--- src/hw/rtl/btcc_pkg.sv ---
// shared types and constants for the box table collision classifier
// no dependencies
package btcc_pkg;

  localparam int unsigned MAX_BOXES = 64;
  localparam int unsigned ADDR_W    = $clog2(MAX_BOXES);
  localparam int unsigned CNT_W     = $clog2(MAX_BOXES + 1);
  localparam int unsigned IDX_W     = 6;
  localparam int unsigned SUM_W     = 18;

  localparam logic signed [SUM_W-1:0] GROUND_MARGIN = 18'sd5;

  // request command codes
  localparam logic CMD_LOAD  = 1'b0;
  localparam logic CMD_QUERY = 1'b1;

  // test slots in the result accumulators
  localparam int unsigned T_FLOOR     = 0;
  localparam int unsigned T_STRICT    = 1;
  localparam int unsigned T_CEILING   = 2;
  localparam int unsigned T_LEFT      = 3;
  localparam int unsigned T_RIGHT     = 4;
  localparam int unsigned NUM_TESTS   = 5;

  typedef struct packed {
    logic        [14:0] h;
    logic        [14:0] w;
    logic signed [15:0] y;
    logic signed [15:0] x;
  } box_t;

endpackage

--- src/hw/rtl/box_table_collision_classifier_top.sv ---
// box table collision classifier, top level
// depends on btcc_pkg
//   request channel (in_valid_i / in_stall_o): cmd_i loads a box into slot_i or
//   queries the entity box against slots 0 .. box_count-1 in order
//   result channel (out_valid_o / out_stall_i): one result per query with the
//   hit flag and first matching slot of each test plus the inside flag; a load
//   gives no result
//   box_count is written through cfg_we_i / cfg_wdata_i while the block is idle;
//   counts above 64 scan 64 slots
//   a load writes its slot as it is taken and the next request is taken right after it
//   a query scans the capped count of slots, one table read per cycle; each read
//   is registered in rd_box_q, its tests update the running results, and the
//   closed scan loads the output register once it is free; the next request
//   can be taken in the cycle in which the result appears
//   reset clears the controller, box_count and the output valid; the box
//   memory is not cleared, so a slot must be loaded before a query scans it
//   a stalled result sits in the output register while loads are still taken;
//   a finished query waits until the output register frees, stalling input
module box_table_collision_classifier_top (
  input  logic                    clk_i,
  input  logic                    rst_ni,
  // configuration
  input  logic                    cfg_we_i,
  input  logic [6:0]              cfg_wdata_i,
  // request channel
  input  logic                    in_valid_i,
  output logic                    in_stall_o,
  input  logic                    cmd_i,
  input  logic [5:0]              slot_i,
  input  logic signed [15:0]      pos_x_i,
  input  logic signed [15:0]      pos_y_i,
  input  logic [14:0]             box_width_i,
  input  logic [14:0]             box_height_i,
  // result channel
  output logic                    out_valid_o,
  input  logic                    out_stall_i,
  output logic                    floor_hit_o,
  output logic [5:0]              floor_index_o,
  output logic                    strict_floor_hit_o,
  output logic [5:0]              strict_floor_index_o,
  output logic                    ceiling_hit_o,
  output logic [5:0]              ceiling_index_o,
  output logic                    left_wall_hit_o,
  output logic [5:0]              left_wall_index_o,
  output logic                    right_wall_hit_o,
  output logic [5:0]              right_wall_index_o,
  output logic                    inside_any_o
);

  typedef enum logic [1:0] {
    ST_IDLE,
    ST_SCAN,
    ST_HOLD
  } state_e;

  localparam int unsigned ADDR_W = btcc_pkg::ADDR_W;
  localparam int unsigned CNT_W  = btcc_pkg::CNT_W;
  localparam int unsigned IDX_W  = btcc_pkg::IDX_W;
  localparam int unsigned SUM_W  = btcc_pkg::SUM_W;
  localparam int unsigned NT     = btcc_pkg::NUM_TESTS;

  state_e state_q, state_d;

  logic [6:0]        box_count_q;
  logic [CNT_W-1:0]  issue_cnt_q, issue_cnt_d;
  logic [CNT_W-1:0]  scan_len_q, scan_len_d;
  logic              rd_vld_q, rd_vld_d;
  logic [ADDR_W-1:0] rd_idx_q;

  logic              in_accept;
  logic              query_accept;
  logic              load_accept;
  logic              issue;
  logic              scan_done;
  logic              out_free;
  logic              hand_over;

  // box table, one read or one write per cycle
  btcc_pkg::box_t    box_mem [btcc_pkg::MAX_BOXES];
  btcc_pkg::box_t    rd_box_q;
  btcc_pkg::box_t    wr_box;

  // entity terms, precomputed at query accept
  logic signed [SUM_W-1:0] ex_q, ey_q, er_q, eb_q, er_m5_q, ex_p5_q;

  // running results of the scan
  logic [NT-1:0]     acc_hit_q;
  logic [IDX_W-1:0]  acc_idx_q [NT];
  logic              acc_inside_q;

  // tests of the box that is being evaluated
  logic signed [SUM_W-1:0] bx, by, br, bb;
  logic [NT-1:0]     test_hit;
  logic              test_inside;

  // output register
  logic [NT-1:0]     out_hit_q;
  logic [IDX_W-1:0]  out_idx_q [NT];
  logic              out_inside_q;
  logic              out_valid_q, out_valid_d;

  assign in_stall_o   = (state_q != ST_IDLE);
  assign in_accept    = in_valid_i && !in_stall_o;
  assign query_accept = in_accept && (cmd_i == btcc_pkg::CMD_QUERY);
  assign load_accept  = in_accept && (cmd_i == btcc_pkg::CMD_LOAD);

  // one read issued per cycle until the capped count is reached
  assign issue     = (state_q == ST_SCAN) && (issue_cnt_q < scan_len_q);
  assign scan_done = (state_q == ST_SCAN) && !issue && !rd_vld_q;
  assign out_free  = !out_valid_q || !out_stall_i;
  assign hand_over = (state_q == ST_HOLD) && out_free;

  assign wr_box = '{h: box_height_i, w: box_width_i, y: pos_y_i, x: pos_x_i};

  // box memory, synchronous read into rd_box_q
  always_ff @(posedge clk_i) begin
    if (load_accept) begin
      box_mem[slot_i[ADDR_W-1:0]] <= wr_box;
    end
    if (issue) begin
      rd_box_q <= box_mem[issue_cnt_q[ADDR_W-1:0]];
    end
  end

  // box geometry, all sums at 18 bits so nothing wraps
  always_comb begin
    bx = SUM_W'(rd_box_q.x);
    by = SUM_W'(rd_box_q.y);
    br = bx + $signed({{(SUM_W-15){1'b0}}, rd_box_q.w});
    bb = by + $signed({{(SUM_W-15){1'b0}}, rd_box_q.h});

    // ground with side margins and one pixel of bottom slack
    test_hit[btcc_pkg::T_FLOOR]   = (er_m5_q >= bx) && (ex_p5_q <= br) &&
                                    (eb_q >= by) && (eb_q < bb);
    test_hit[btcc_pkg::T_STRICT]  = (er_q > bx) && (ex_q < br) &&
                                    (eb_q > by) && (eb_q < bb);
    test_hit[btcc_pkg::T_CEILING] = (er_q > bx) && (ex_q < br) &&
                                    (ey_q < bb) && (ey_q > by);
    test_hit[btcc_pkg::T_LEFT]    = (eb_q > by) && (ey_q < bb) &&
                                    (er_q > bx) && (ex_q < bx);
    test_hit[btcc_pkg::T_RIGHT]   = (eb_q > by) && (ey_q < bb) &&
                                    (ex_q < br) && (er_q > br);
    test_inside = (ey_q >= by) && (eb_q <= bb) && (ex_q >= bx) && (er_q <= br);
  end

  // entity terms and scan accumulators, no reset needed
  always_ff @(posedge clk_i) begin
    if (query_accept) begin
      ex_q    <= SUM_W'(pos_x_i);
      ey_q    <= SUM_W'(pos_y_i);
      er_q    <= SUM_W'(pos_x_i) + $signed({{(SUM_W-15){1'b0}}, box_width_i});
      eb_q    <= SUM_W'(pos_y_i) + $signed({{(SUM_W-15){1'b0}}, box_height_i});
      er_m5_q <= SUM_W'(pos_x_i) + $signed({{(SUM_W-15){1'b0}}, box_width_i})
                 - btcc_pkg::GROUND_MARGIN;
      ex_p5_q <= SUM_W'(pos_x_i) + btcc_pkg::GROUND_MARGIN;
      acc_hit_q    <= '0;
      acc_inside_q <= 1'b0;
      for (int t = 0; t < NT; t++) begin
        acc_idx_q[t] <= '0;
      end
    end else if (rd_vld_q) begin
      // first matching slot wins
      for (int t = 0; t < NT; t++) begin
        if (test_hit[t] && !acc_hit_q[t]) begin
          acc_hit_q[t] <= 1'b1;
          acc_idx_q[t] <= IDX_W'(rd_idx_q);
        end
      end
      if (test_inside) begin
        acc_inside_q <= 1'b1;
      end
    end
    if (issue) begin
      rd_idx_q <= issue_cnt_q[ADDR_W-1:0];
    end
  end

  always_comb begin
    state_d     = state_q;
    issue_cnt_d = issue_cnt_q;
    scan_len_d  = scan_len_q;
    rd_vld_d    = issue;
    out_valid_d = out_valid_q && out_stall_i;
    unique case (state_q)
      ST_IDLE: begin
        if (query_accept) begin
          state_d     = ST_SCAN;
          issue_cnt_d = '0;
          scan_len_d  = (box_count_q > 7'(btcc_pkg::MAX_BOXES)) ?
                        CNT_W'(btcc_pkg::MAX_BOXES) : CNT_W'(box_count_q);
        end
      end
      ST_SCAN: begin
        if (issue) begin
          issue_cnt_d = issue_cnt_q + 1'b1;
        end
        if (scan_done) begin
          state_d = ST_HOLD;
        end
      end
      ST_HOLD: begin
        if (hand_over) begin
          state_d     = ST_IDLE;
          out_valid_d = 1'b1;
        end
      end
      default: state_d = ST_IDLE;
    endcase
  end

  // controller state and registered outputs
  always_ff @(posedge clk_i or negedge rst_ni) begin
    if (!rst_ni) begin
      state_q      <= ST_IDLE;
      box_count_q  <= '0;
      issue_cnt_q  <= '0;
      scan_len_q   <= '0;
      rd_vld_q     <= 1'b0;
      out_valid_q  <= 1'b0;
      out_hit_q    <= '0;
      out_inside_q <= 1'b0;
      for (int t = 0; t < NT; t++) begin
        out_idx_q[t] <= '0;
      end
    end else begin
      state_q     <= state_d;
      issue_cnt_q <= issue_cnt_d;
      scan_len_q  <= scan_len_d;
      rd_vld_q    <= rd_vld_d;
      out_valid_q <= out_valid_d;
      if (cfg_we_i) begin
        box_count_q <= cfg_wdata_i;
      end
      if (hand_over) begin
        out_hit_q    <= acc_hit_q;
        out_inside_q <= acc_inside_q;
        for (int t = 0; t < NT; t++) begin
          out_idx_q[t] <= acc_idx_q[t];
        end
      end
    end
  end

  assign out_valid_o          = out_valid_q;
  assign floor_hit_o          = out_hit_q[btcc_pkg::T_FLOOR];
  assign floor_index_o        = out_idx_q[btcc_pkg::T_FLOOR];
  assign strict_floor_hit_o   = out_hit_q[btcc_pkg::T_STRICT];
  assign strict_floor_index_o = out_idx_q[btcc_pkg::T_STRICT];
  assign ceiling_hit_o        = out_hit_q[btcc_pkg::T_CEILING];
  assign ceiling_index_o      = out_idx_q[btcc_pkg::T_CEILING];
  assign left_wall_hit_o      = out_hit_q[btcc_pkg::T_LEFT];
  assign left_wall_index_o    = out_idx_q[btcc_pkg::T_LEFT];
  assign right_wall_hit_o     = out_hit_q[btcc_pkg::T_RIGHT];
  assign right_wall_index_o   = out_idx_q[btcc_pkg::T_RIGHT];
  assign inside_any_o         = out_inside_q;

endmodule

--- config.mk ---
export PLATFORM = sky130hd
export DESIGN_NAME = box_table_collision_classifier_top
export DESIGN_NICKNAME = d
export VERILOG_FILES = /design/src/hw/rtl/btcc_pkg.sv /design/src/hw/rtl/box_table_collision_classifier_top.sv
export SDC_FILE = /design/constraint.sdc
export NUM_CORES = 2
export LEC_CHECK = 0
export ABC_AREA = 0
export BUFFER_PORTS_ARGS = -buffer_cell sky130_fd_sc_hd__buf_2
export CAP_MARGIN = 25
export CORE_ASPECT_RATIO = 1.4
export CORE_MARGIN = 1
export CORE_UTILIZATION = 50
export DETAILED_ROUTE_END_ITERATION = 7
export GPL_TIMING_DRIVEN = 0
export HOLD_SLACK_MARGIN = 0.12
export PLACE_DENSITY_LB_ADDON = 0.15
export SYNTH_ARGS = -nofsm -noshare
export SYNTH_HDL_FRONTEND = slang
export SYNTH_SLANG_ARGS = --single-unit
--- constraint.sdc ---
create_clock -name clk_i -period 5.7 [get_ports clk_i]
set_input_delay 0.285 -clock clk_i [delete_from_list [all_inputs] [get_ports clk_i]]
set_output_delay 0.285 -clock clk_i [all_outputs]
set_load 0.005 [all_outputs]
==> reports/qor.csv <==
stage,metric,value,unit
timing,hold_ws,173,ps
layout,final_cell_area,0.194,mm^2
synthesis,synth_top_family_by_area,multiplexers,
placed_design,place_hpwl,336,mm
hold_path,worstHoldPathCells,2,
route,drt-wirelength-per-cell,36.6,um
clock_tree,clk_latency,960,ps
worst_setup_path,worst_r2r_path_depth,22,
placed_design,postPlaceCellArea,0.179,mm^2
timing,fin_crit_sh,98.8,%
timing,setup_viol,0,
timing,slew_viol_final,0,
route,drcViolationCount,0,
synthesis,syn_nets,7279,
worst_setup_path,startpoint_type,flop,
worst_setup_path,r2r_start,by[0],
timing,skew,74.1,ps
worst_setup_path,worstSetupPathType,reg -> reg,
synthesis,synthAdderAreaFrac,1.80,%
clock_tree,clkSlewWorstSetupHoldPaths,70,ps
layout,syn_to_final_growth,17.0,%
placed_design,gp_congestion,0.923,
worst_setup_path,critPathRequiredTime,6490,ps
synthesis,avgSynthCellArea,23.8,um^2
timing,worst_pin_slew,1130,ps
synthesis,yosysMostFrequentCell,edfxtp_1,
synthesis,yosys-top-cells-count,"4167 x edfxtp_1, 1302 x mux4_2, 229 x ha_1, 227 x clkbuf_1, 127 x nor2_1",
placed_design,port_buffers,114,
clock_tree,cts_max_level,5,
global_route,grt_remaining_overflow,0,
hold_path,hold_end,box_mem[50][53],
synthesis,synth-main-ff-cell,edfxtp_1,
synthesis,yosys.area_share.simple,1.10,%
clock_tree,cts_buffers,397,
layout,drive_gt1_share,31.4,%
route,antenna_left,0,
floorplan,die_h,683,um
layout,multi_input_area,0.0380,mm^2
route,viasPerCell,6.31,
floorplan,coreArea,0.329,mm^2
global_route,antenna_found_initial,39,
global_route,first_global_vias,81298,
route,firstDrtPassIters,8,
floorplan,num_rows,249,
synthesis,synth.area.top_cells,"edfxtp_1 76%, mux4_2 18%, ha_1 1.7%, dfrtp_1 0.92%, clkbuf_1 0.51%",
hold_path,hp-start,box_height_i[6],
synthesis,ys_ff_latch,4234,
timing,max_freq,178,MHz
clock_tree,clockBufferDepth,4,
timing,period_minus_slack,5630,ps
synthesis,synth_compound_area_share,1.17,%
synthesis,synth_top_area_cell,edfxtp_1,
synthesis,synth_xor_area_share,0.481,%
synthesis,netlist_area,0.166,mm^2
worst_setup_path,setup.worst_path.end_class,flop,
floorplan,die_w,488,um
synthesis,muxShareOfSynthArea,18.0,%
layout,final_nets,8296,
synthesis,syn_inst,6965,
timing,finalSetupTns,0,ps
worst_setup_path,reg2reg_slack,70,ps
route,drt_iter0_markers,9769,
synthesis,yosysSeqAreaShare,76.5,%
power_and_ir_drop,powerDensity,455,mW/mm^2
clock_tree,cts_tree,yes,
timing,hold_violations,0,
power_and_ir_drop,vdd_drop_max,0.000355,V
layout,seq_area,0.127,mm^2
timing,relSlewSlack,24.8,%
clock_tree,clk_root_buffer_cell,clkbuf_16,
route,routed_wl,466,mm
synthesis,synth_warnings,0,
clock_tree,cts.sink_count,4234,
layout,fillers,23159,
hold_path,hp-class,in -> reg,
floorplan,ios,119,
worst_setup_path,critPathArrivalTime,6430,ps
route,num_vias,80345,
run,maxCapViolations,0,
synthesis,async_flop_share,1.44,%
power_and_ir_drop,p_leak,60.8,nW
worst_setup_path,critPathMaxFanout,6,
global_route,grt.total_usage,28.3,%
synthesis,synth_top_area_share,75.5,%
global_route,grt_max_degree,70,
synthesis,synth_edf_count,4167,
floorplan,start_util,50.4,%
worst_setup_path,r2r_end,acc_idx_q[2][3],
synthesis,yosysUniqueCellTypes,79,
floorplan,die_area,0.334,mm^2
outcome,outcome,completed,
global_route,grt_pass1_wl,644,mm
[worst max-delay path, cell delays in order (launching register included)]
cell,delay [ps]
edfxtp_1,500
ha_2,240
fa_2,350
a21o_1,180
a21oi_2,150
o21bai_1,110
a21oi_2,180
o21bai_1,120
a211oi_2,290
o21ai_2,150
a31o_2,260
a21oi_4,170
xnor2_2,150
ha_1,270
a21o_1,160
a211o_1,330
a2111oi_4,350
a221oi_2,110
buf_4,200
or3b_4,390
o221a_4,280
o211ai_4,260
and2_4,270
[state kept, by name (all words and copies together), names as in the netlist, 7 cells and up]
name         flops
box_mem       3968
acc_idx_q       30
rd_box_q        30
er_m5_q         18
eb_q            17
er_q            17
ex_p5_q         17
bx              16
by              16
ex_q            16
ey_q            16
box_count_q      7
issue_cnt_q      7
scan_len_q       7
[final cells by class]
class | count | share of cell area, %
antenna | 32 | 0.0413
buffer | 306 | 0.630
clock buffer | 488 | 5.44
clock inverter | 240 | 1.05
inverter | 97 | 0.189
multi-input combinational | 2328 | 19.6
sequential | 4234 | 65.4
tap | 4392 | 2.84
timing repair buffer | 618 | 4.77
[layer usage]
layer	global-route usage (%)	wire length (um)
met4	13.3	24600
met1	36.5	172000
met3	4.44	34000
met5	0	171
met2	47.2	235000
[stage by stage]
step	util [%]	cells	total power (W)	worst slack [ps]
6_report	58.9	12735	0.0881	66.4
5_1_grt	58.9	12705	0.0910	-41.4
4_1_cts	58.4	12611	0.0881	28.7
3_5_place_dp	54.3	11806	0.0620	-836
3_3_place_gp	52.2	11471	0.0605	-3790
2_1_floorplan	-	6965	0.0514	545
[timing repair]
action | CTS | global route
pin swaps | 10 | 18
setup buffers | 4 | 6
endpoints found under the hold margin | 2595 | 1102
hold buffers | 73 | 19
setup endpoints to repair | 62 | 60
resized for setup | 29 | 11
[worst max path at each step]
stage,from,endpoint,slack [ps],cells past startpoint
after floorplan,by[0],acc_idx_q[4][0],550,20
after global placement,state_q[1],box_mem[15][34],-3790,5
after detailed placement,by[0],acc_idx_q[3][3],-840,22
after CTS,by[0],acc_idx_q[4][2],30,22
after global routing,by[0],acc_idx_q[0][3],-40,22
final,by[0],acc_idx_q[2][3],70,22
[report_power, final]
part	switching [W]	leakage, nW	internal [W]
logic	0.0144	16.3	0.0118
registers	0.000620	38.3	0.0352
clock network	0.0116	6.19	0.0145
[placed cells by master, fill, tap and decap left out, types with 31 or more instances in the layout]
master | synthesis | layout
mux2_2 | 43 | 43
dlygate4sd3_1 | 0 | 91
mux4_2 | 1302 | 1302
clkinv_1 | 0 | 82
dfrtp_1 | 61 | 61
buf_12 | 0 | 257
diode_2 | 0 | 32
ha_1 | 229 | 227
a21oi_1 | 72 | 67
nor2_4 | 0 | 64
edfxtp_1 | 4167 | 4167
buf_8 | 0 | 107
nand2_1 | 71 | 69
clkbuf_2 | 0 | 38
clkbuf_1 | 227 | 263
buf_2 | 3 | 128
xnor2_1 | 65 | 64
o21ai_0 | 66 | 64
inv_1 | 97 | 96
a21o_1 | 34 | 34
buf_1 | 76 | 65
clkbuf_16 | 0 | 408
nor2_1 | 127 | 63
clkinv_2 | 0 | 93
buf_16 | 0 | 31
[cell families (layout without fill, tap and decap cells)]
| family | Yosys count | count (layout) |
|---|---|---|
| mux | 1346 | 1346 |
| xor+xnor | 88 | 88 |
| flops | 4234 | 4234 |
| fa+ha+maj | 237 | 237 |
| other cells | 0 | 32 |
| compound gates | 287 | 287 |
| simple gates | 370 | 370 |
| buf+inv | 403 | 1749 |
(Power assumes the default switching activity.)
